## config.mk

```make
export PLATFORM = sky130hd
export DESIGN_NAME = cabn_iou_unit
export DESIGN_NICKNAME = d
export VERILOG_FILES = /design/src/sv/cabn_pkg.sv /design/src/sv/cabn_iou_unit.sv
export SDC_FILE = /design/constraint.sdc
export NUM_CORES = 2
export LEC_CHECK = 0
export BUFFER_PORTS_ARGS = -buffer_cell sky130_fd_sc_hd__buf_2
export CAP_MARGIN = 20
export CORE_MARGIN = 5
export CORE_UTILIZATION = 30
export CTS_BUF_LIST = sky130_fd_sc_hd__clkbuf_4 sky130_fd_sc_hd__clkbuf_8
export CTS_CLUSTER_DIAMETER = 30
export DETAILED_ROUTE_END_ITERATION = 6
export HOLD_SLACK_MARGIN = 0.12
export SYNTH_ARGS = -nofsm -noshare
export SYNTH_HDL_FRONTEND = slang
export SYNTH_SLANG_ARGS = --single-unit
```

## constraint.sdc

```tcl
create_clock -name clk_i -period 12.2 [get_ports clk_i]
set_input_delay 2.44 -clock clk_i [delete_from_list [all_inputs] [get_ports clk_i]]
set_output_delay 2.44 -clock clk_i [all_outputs]
set_load 0.005 [all_outputs]
```

## src/sv/cabn_pkg.sv

```systemverilog
// ----------------------------------------------------------------------------
// cabn_pkg: shared types and constants for class-aware box suppression
// Holds field widths, the stored box layout and the IoU unit response type.
// ----------------------------------------------------------------------------
package cabn_pkg;

  localparam int unsigned COORD_W       = 16;
  localparam int unsigned SCORE_W       = 16;
  localparam int unsigned CLASS_W       = 7;
  localparam int unsigned MAX_BOXES_DEF = 64;
  localparam int unsigned ENTRY_W       = 4 * COORD_W + SCORE_W + CLASS_W;
  localparam int unsigned DATA_W        = ((ENTRY_W + 7) / 8) * 8;
  localparam logic [SCORE_W-1:0] THR_RESET = 16'd29491;

  // Corner set of one box, x1 in the lowest bits.
  typedef struct packed {
    logic [COORD_W-1:0] bottom;
    logic [COORD_W-1:0] right;
    logic [COORD_W-1:0] top;
    logic [COORD_W-1:0] left;
  } box_t;

  // One stored entry, laid out as the stream data word.
  typedef struct packed {
    logic [CLASS_W-1:0] cls;
    logic [SCORE_W-1:0] score;
    box_t               box;
  } entry_t;

  // Result of one overlap test.
  typedef struct packed {
    logic done;
    logic hit;
  } iou_resp_t;

endpackage

```

## src/sv/cabn_iou_unit.sv

```systemverilog
// ----------------------------------------------------------------------------
// cabn_iou_unit: sequenced overlap test around one shared multiplier
// Decides inter * 65536 > threshold * union as a sequence of steps.
// ----------------------------------------------------------------------------
module cabn_iou_unit (
  input  logic                         clk_i,
  input  logic                         rst_ni,
  input  logic                         start_i,
  input  cabn_pkg::box_t               box_a_i,
  input  cabn_pkg::box_t               box_b_i,
  input  logic [cabn_pkg::SCORE_W-1:0] thr_i,
  output cabn_pkg::iou_resp_t          resp_o
);

  typedef enum logic [2:0] {
    I_IDLE, I_INTER, I_AREA_A, I_AREA_B, I_UNION, I_CHECK, I_PROD_LO, I_PROD_HI
  } iou_state_e;

  iou_state_e            state_q;
  cabn_pkg::box_t        a_q, b_q;
  logic [15:0]           thr_q;
  logic [31:0]           inter_q;
  logic signed [33:0]    area_a_q, area_b_q;
  logic [34:0]           union_q;
  logic [32:0]           plo_q;
  logic                  done_q, hit_q;

  logic [15:0]           lx, ly, hx, hy, w, h;
  logic [16:0]           dw, dh, dxa, dya, dxb, dyb;
  logic signed [18:0]    mul_a, mul_b;
  logic signed [37:0]    mul_p;
  logic [49:0]           lhs, rhs;

  // Overlap rectangle, clamped at zero.
  always_comb begin
    lx  = (a_q.left   > b_q.left)   ? a_q.left   : b_q.left;
    ly  = (a_q.top    > b_q.top)    ? a_q.top    : b_q.top;
    hx  = (a_q.right  < b_q.right)  ? a_q.right  : b_q.right;
    hy  = (a_q.bottom < b_q.bottom) ? a_q.bottom : b_q.bottom;
    dw  = {1'b0, hx} - {1'b0, lx};
    dh  = {1'b0, hy} - {1'b0, ly};
    w   = (!dw[16] && (dw != 17'd0)) ? dw[15:0] : 16'd0;
    h   = (!dh[16] && (dh != 17'd0)) ? dh[15:0] : 16'd0;
    dxa = {1'b0, a_q.right}  - {1'b0, a_q.left};
    dya = {1'b0, a_q.bottom} - {1'b0, a_q.top};
    dxb = {1'b0, b_q.right}  - {1'b0, b_q.left};
    dyb = {1'b0, b_q.bottom} - {1'b0, b_q.top};
  end

  // Operand selection for the shared multiplier.
  always_comb begin
    case (state_q)
      I_INTER: begin
        mul_a = {3'b000, w};
        mul_b = {3'b000, h};
      end
      I_AREA_A: begin
        mul_a = {{2{dxa[16]}}, dxa};
        mul_b = {{2{dya[16]}}, dya};
      end
      I_AREA_B: begin
        mul_a = {{2{dxb[16]}}, dxb};
        mul_b = {{2{dyb[16]}}, dyb};
      end
      I_PROD_LO: begin
        mul_a = {3'b000, thr_q};
        mul_b = {2'b00, union_q[16:0]};
      end
      I_PROD_HI: begin
        mul_a = {3'b000, thr_q};
        mul_b = {2'b00, union_q[33:17]};
      end
      default: begin
        mul_a = '0;
        mul_b = '0;
      end
    endcase
  end

  assign mul_p = mul_a * mul_b;

  // Final compare uses the high product straight off the multiplier.
  assign lhs = {2'b00, inter_q, 16'h0000};
  assign rhs = {mul_p[32:0], 17'd0} + {17'd0, plo_q};

  // Sequencer: one multiplication at a time, each but the high product registered.
  always_ff @(posedge clk_i or negedge rst_ni) begin
    if (!rst_ni) begin
      state_q  <= I_IDLE;
      a_q      <= '0;
      b_q      <= '0;
      thr_q    <= '0;
      inter_q  <= '0;
      area_a_q <= '0;
      area_b_q <= '0;
      union_q  <= '0;
      plo_q    <= '0;
      done_q   <= 1'b0;
      hit_q    <= 1'b0;
    end else begin
      done_q <= 1'b0;
      case (state_q)
        I_IDLE: begin
          if (start_i) begin
            a_q     <= box_a_i;
            b_q     <= box_b_i;
            thr_q   <= thr_i;
            state_q <= I_INTER;
          end
        end
        I_INTER: begin
          inter_q <= mul_p[31:0];
          state_q <= I_AREA_A;
        end
        I_AREA_A: begin
          area_a_q <= mul_p[33:0];
          state_q  <= I_AREA_B;
        end
        I_AREA_B: begin
          area_b_q <= mul_p[33:0];
          state_q  <= I_UNION;
        end
        I_UNION: begin
          union_q <= {area_a_q[33], area_a_q} + {area_b_q[33], area_b_q}
                     - {3'b000, inter_q};
          state_q <= I_CHECK;
        end
        I_CHECK: begin
          // A zero or negative union never suppresses.
          if (union_q[34] || (union_q == 35'd0)) begin
            hit_q   <= 1'b0;
            done_q  <= 1'b1;
            state_q <= I_IDLE;
          end else begin
            state_q <= I_PROD_LO;
          end
        end
        I_PROD_LO: begin
          plo_q   <= mul_p[32:0];
          state_q <= I_PROD_HI;
        end
        I_PROD_HI: begin
          hit_q   <= lhs > rhs;
          done_q  <= 1'b1;
          state_q <= I_IDLE;
        end
        default: state_q <= I_IDLE;
      endcase
    end
  end

  assign resp_o.done = done_q;
  assign resp_o.hit  = hit_q;

endmodule

```

Yosys cells after proc, flatten, opt, wreduce, memory -nomap -nowiden
Cells that the tools add are included.
- register bits after elaboration: 317
- output and inout port bits: 2
- logic and storage cells: 69
- $add $sub $neg: 9
- $mul: 1
- magnitude comparators: 5
- equality and inequality tests: 9
- mux-type cells: 15
- reduce and logical (&&, ||, !) cells: 13
- operator list (kind ; number):
    $sub A16 B16 Y17 ; 6
    $mux W16 ; 6
    $pmux W19 S5 ; 1
    $pmux W19 S4 ; 1
    $add A50 B33 Y50 ; 1
    $gt A48 B50 Y1 ; 1
    $add A34 B34 Y35 ; 1
    $logic_not A35 Y1 ; 1
    $sub A35 B32 Y35 ; 1
    $mul A19 B19 Y34 ; 1
    $reduce_bool A17 Y1 ; 2
    $gt A16 B16 Y1 ; 2
    $lt A16 B16 Y1 ; 2
    $pmux W3 S8 ; 1
    $eq A3 B3 Y1 const B ; 4
    $eq A3 B2 Y1 const B ; 2
    $mux W3 ; 2
    $ne A2 B2 Y1 const B ; 2
    $pmux W1 S2 ; 2
    $reduce_and A2 Y1 ; 2
    $eq A3 B1 Y1 const B ; 1
    $logic_not A3 Y1 ; 1
    $logic_and A1 B1 Y1 ; 2
    $logic_not A1 Y1 ; 2
    other kinds (4) ; 5

Logic depth before layout (Yosys ltp)
- word-level depth: 11
- mapped depth: 67
- depth with buffers taken out: 65

Worst setup path after synthesis
Ideal clock, no wire load.
- path kind: flip-flop to flip-flop
- start: reg b_q[1] in the netlist's numbering
- end: reg hit_q
- arrival time: 13001 ps
- required time: 12069 ps
- slack: -931 ps
- stages on the path, launching flop included: 65
- buffers on the path: 2
- period minus slack after synthesis: 13131 ps
- path through: dfrtp_1 inv_1 ha_1 nor2b_1 o21a_1 o21a_1 o21a_1 o21a_1 o21a_1 o21bai_1 a21boi_0 o32ai_1 mux2_2 ha_1 inv_1 fa_1 a21o_1 and4_1 (+29 left out) o21ai_0 a32oi_1 nand3_1 nor4_1 nand2_1 nor3_1 xor2_1 ha_1 a21oi_1 nor2b_1 o21ai_0 nand2b_1 nand2b_1 a21o_1 a21oi_1 nor3_1 a41oi_1 o31ai_2
- cells in the longest elaborated chain, start to end: 11
- elaborated cells between the ends (all ways): 13
- classes of those cells: add/sub: 3; mul: 1; order compare: 2; mux: 4; reduce/logical: 3
- RTL lines (element ; line ; text):
    start, declared ; cabn_iou_unit.sv:20 ; cabn_pkg::box_t a_q, b_q;
    start signal, assigned ; cabn_iou_unit.sv:106 ; b_q <= box_b_i;
    $gt A16 B16 Y1 ; cabn_iou_unit.sv:36 ; lx = (a_q.left > b_q.left) ? a_q.left : b_q.left;
    $mux W16 ; cabn_iou_unit.sv:36 ;
    $sub A16 B16 Y17 ; cabn_iou_unit.sv:40 ; dw = {1'b0, hx} - {1'b0, lx};
    $reduce_bool A17 Y1 or $logic_not A1 Y1 (tied branches) ; cabn_iou_unit.sv:42 ; w = (!dw[16] && (dw != 17'd0)) ? dw[15:0] : 16'd0;
    $logic_and A1 B1 Y1 ; cabn_iou_unit.sv:42 ;
    $mux W16 ; cabn_iou_unit.sv:42 ;
    $pmux W19 S4 * ; cabn_iou_unit.sv:52 ; case (state_q)
    $mul A19 B19 Y34 * ; cabn_iou_unit.sv:80 ; assign mul_p = mul_a * mul_b;
    named net mul_p[14] ; cabn_iou_unit.sv:31 ; logic signed [37:0] mul_p;
    $add A50 B33 Y50 * ; cabn_iou_unit.sv:84 ; assign rhs = {mul_p[32:0], 17'd0} + {17'd0, plo_q};
    $gt A48 B50 Y1 * ; cabn_iou_unit.sv:143 ; hit_q <= lhs > rhs;
    $pmux W1 S2 * ; cabn_iou_unit.sv:102 ; case (state_q)
    end signal, assigned ; cabn_iou_unit.sv:143 ;
    end, declared ; cabn_iou_unit.sv:26 ; logic done_q, hit_q;
Mark *: on every way through the listed nets, which the timed path passes. The rest lies on a longest branch.
A chain may end at the register's enable or synchronous reset.

Worst setup path in the final report
- start: reg b_q[1] in the netlist's numbering
- end: reg hit_q
- cells in the longest elaborated chain, start to end: 11
- elaborated cells between the ends (all ways): 13
- classes of those cells: add/sub: 3; mul: 1; order compare: 2; mux: 4; reduce/logical: 3
- RTL lines (element ; line):
    $gt A16 B16 Y1 ; cabn_iou_unit.sv:36
    $mux W16 ; cabn_iou_unit.sv:36
    $sub A16 B16 Y17 ; cabn_iou_unit.sv:40
    $reduce_bool A17 Y1 or $logic_not A1 Y1 (tied branches) ; cabn_iou_unit.sv:42
    $logic_and A1 B1 Y1 ; cabn_iou_unit.sv:42
    $mux W16 ; cabn_iou_unit.sv:42
    $pmux W19 S4 * ; cabn_iou_unit.sv:52
    $mul A19 B19 Y34 * ; cabn_iou_unit.sv:80
    $add A50 B33 Y50 * ; cabn_iou_unit.sv:84
    $gt A48 B50 Y1 * ; cabn_iou_unit.sv:143
    $pmux W1 S2 * ; cabn_iou_unit.sv:102
Mark *: on every way between the ends. The rest lies on a longest branch, timed or not.

==> metrics.yaml <==
run_status:
  run_status: "finished with violations"
  violations: "setup timing"
synthesis:
  synthArstFlopShare_pct: 100
  ys_seq_elements: 317
  ys.flop_type: "dfrtp_1"
  synthCells: 3990
  synth_top_cells_by_count: "inv_1 (621), nand2_1 (581), fa_1 (360)"
  yosysSeqAreaShare_pct: 22.5
  yosysTopAreaCell: "dfrtp_1"
  syn-num-nets: 4845
  synth_top_area_share_pct: 22.5
  synth.most_common_cell: "inv_1"
  ys_top_cells_by_area: "dfrtp_1 (22%), fa_1 (20%), ha_1 (12%)"
  synth_edf_count: 0
  synthDistinctLibCells: 96
  netlist_area_um2: 35300
  yosysWarnings: 0
  synth_area_per_cell_um2: 8.85
die:
  fp.dieArea_um2: 125000
  die_height_um: 353
  start_util_pct: 30.3
  num_rows: 125
  die_x_um: 353
  core_area_um2: 117000
  ios: 149
setup_path:
  worstSetupPathType: "reg2reg"
  slowest_delay_ps: 530
  slowest_stage: "fa_1"
  startpoint_type: "register"
  cp_data_arrival_time_ps: 13110
  crit_top_cell: "buf_4"
  rr_worst_depth: 59
  worst_ep_required_time_ps: 12790
  end_kind: "register"
  path_max_fanout: 9
layout:
  drive_above_1_share_pct: 24.8
  fin_nets: 5559
  design_area_um2: 45200
  area_growth_pct: 28.1
  final_util_pct: 38.8
  nFillCells: 11700
routing:
  drt_wl_total_mm: 113
  ant_nets: 0
  wl_per_cell_um: 18.0
  drt_pass1_iterations: 5
  drt-vias-per-instance: 4.89
  dr.first_iter.drc_count: 2108
  route.vias.total: 30800
  drcViolationCount: 0
global_routing:
  overflow: 0
  grt_max_degree: 100
  first_global_vias: 32000
  grt_usage_pct: 18.2
  grt_use_met3_pct: 2.32
  gr-usage-met1_pct: 24.1
  antenna_found_initial: 14
  busiest_layer: "met2"
  grtUsageMet2_pct: 31.0
  grt_pass1_wl_mm: 181
sta:
  finalSetupViolCount: 1
  skew_ps: 64.1
  post-route-period-util_pct: 103
  slew_violations: 0
  period_minus_slack_ps: 12520
  slew_headroom_pct: 29.7
  fmax_mhz: 79.9
  grt_setup_unrepaired: "yes"
  worstMarginPinSlew_ps: 1050
  hold_violations: 0
  fin_ws_ps: -317
clock_tree:
  cts_tree: "yes"
  clk_latency_ps: 710
  cts_buffer_depth: 3
  postCtsHoldBufs: 0
  clk_pin_slew_worst_paths_ps: 60
  numCtsBuffers: 76
  cts_max_level: 3
  clock-sinks: 317
  root_buffer: "clkbuf_8"
placement:
  gp_congestion: 0.941
  numPortBuffers: 148
  placedInstanceArea_um2: 42100
  dp.final_hpwl_mm: 93.6
hold_path:
  hold_class: "reg2reg"
  whs_path_depth: 2
job:
  cap_violations: 0
## flip-flops by register name (all words and copies together) (netlist names)
name      cells
a_q          64
area_a_q     34
area_b_q     34
b_q          64
done_q        1
hit_q         1
inter_q      32
plo_q        33
state_q       3
thr_q        16
union_q      35
## cell type report
| type | instances | area [um^2] | area share, % |
|---|---|---|---|
| diodes | 1 | 2.50 | 0.00553 |
| clock buffers | 97 | 1290 | 2.85 |
| clock inverters | 42 | 627 | 1.39 |
| inverters | 623 | 2340 | 5.17 |
| multi-input cells | 2919 | 25600 | 56.5 |
| flip-flops and latches | 317 | 7930 | 17.5 |
| well taps | 1524 | 1910 | 4.21 |
| repair buffers | 767 | 5580 | 12.3 |
## through the flow
stage	setup slack, ps	hold WS (ps)	TNS [ps]	cells
2_1_floorplan	4.99	446	0	3990
3_3_place_gp	-964	462	-1130	6077
3_5_place_dp	-1010	463	-1200	6077
4_1_cts	-306	483	-306	6265
5_1_grt	-899	500	-916	6290
6_report	-317	476	-317	6290
## final timing paths
path / startpoint / end / slack, ps
worst max-delay path: b_q[1]$_DFFE_PN0P_ / hit_q$_DFFE_PN0P_ / -320
worst min-delay path: area_a_q[23]$_DFFE_PN0P_ / area_a_q[23]$_DFFE_PN0P_ / 480
worst max register to register: b_q[1]$_DFFE_PN0P_ / hit_q$_DFFE_PN0P_ / -320
worst min register to register: area_a_q[23]$_DFFE_PN0P_ / area_a_q[23]$_DFFE_PN0P_ / 480
max in group asynchronous: rst_ni / a_q[20]$_DFFE_PN0P_ / 8520
min in group asynchronous: rst_ni / area_b_q[33]$_DFFE_PN0P_ / 1720
## critical path: cells and delay by family (launching register included)
family / cells / cell delay [ps]
adder cells (fa/ha/maj): 11 / 4360
AO/OA/AOI/OAI: 24 / 4340
buffers and inverters: 11 / 1580
AND/OR/NAND/NOR: 10 / 1270
flip-flops: 1 / 390
XOR/XNOR: 2 / 250
multiplexers: 1 / 230
## kinds of logic (layout without fill, tap and decap cells)
group / Yosys count / after routing / share of synthesized area (%)
DFF: 317 / 317 / 22.5
muxes: 127 / 127 / 4.07
and+or+nand+nor: 1110 / 1110 / 14.1
AOI/OAI and AO/OA: 826 / 827 / 14.8
xor gates and xnor gates: 147 / 147 / 3.71
adders and majority gates: 708 / 708 / 32.7
other: 0 / 1 / 0
buffers and inverters: 755 / 1529 / 8.10
## what timing repair did
item | CTS | global route
endpoints found under the setup margin | 3 | 3
setup buffers | 47 | 24
pin swaps | 55 | 87
gates cloned | 2 | 0
resized for setup | 79 | 72
## layer usage
layer,vias up,share of wire (%)
li1,14700,-
met1,15100,44
met4,0,3.5
met5,-,0
met3,202,4.5
met2,776,47
## cell usage in the layout, fill, tap and decap left out, types with 47 or more instances in the layout
cell / instances
inv_1: 613
buf_4: 595
nand2_1: 568
fa_1: 354
ha_1: 323
o21ai_0: 319
dfrtp_1: 317
nor2_1: 190
buf_2: 147
a21oi_1: 106
xnor2_1: 92
clkbuf_8: 90
a21o_1: 81
mux2_2: 80
nand2b_1: 57
and2_1: 52
xor2_1: 47
Power is not shown: default switching activity piles up to over one toggle a cycle in this logic, so the estimate is an artifact.
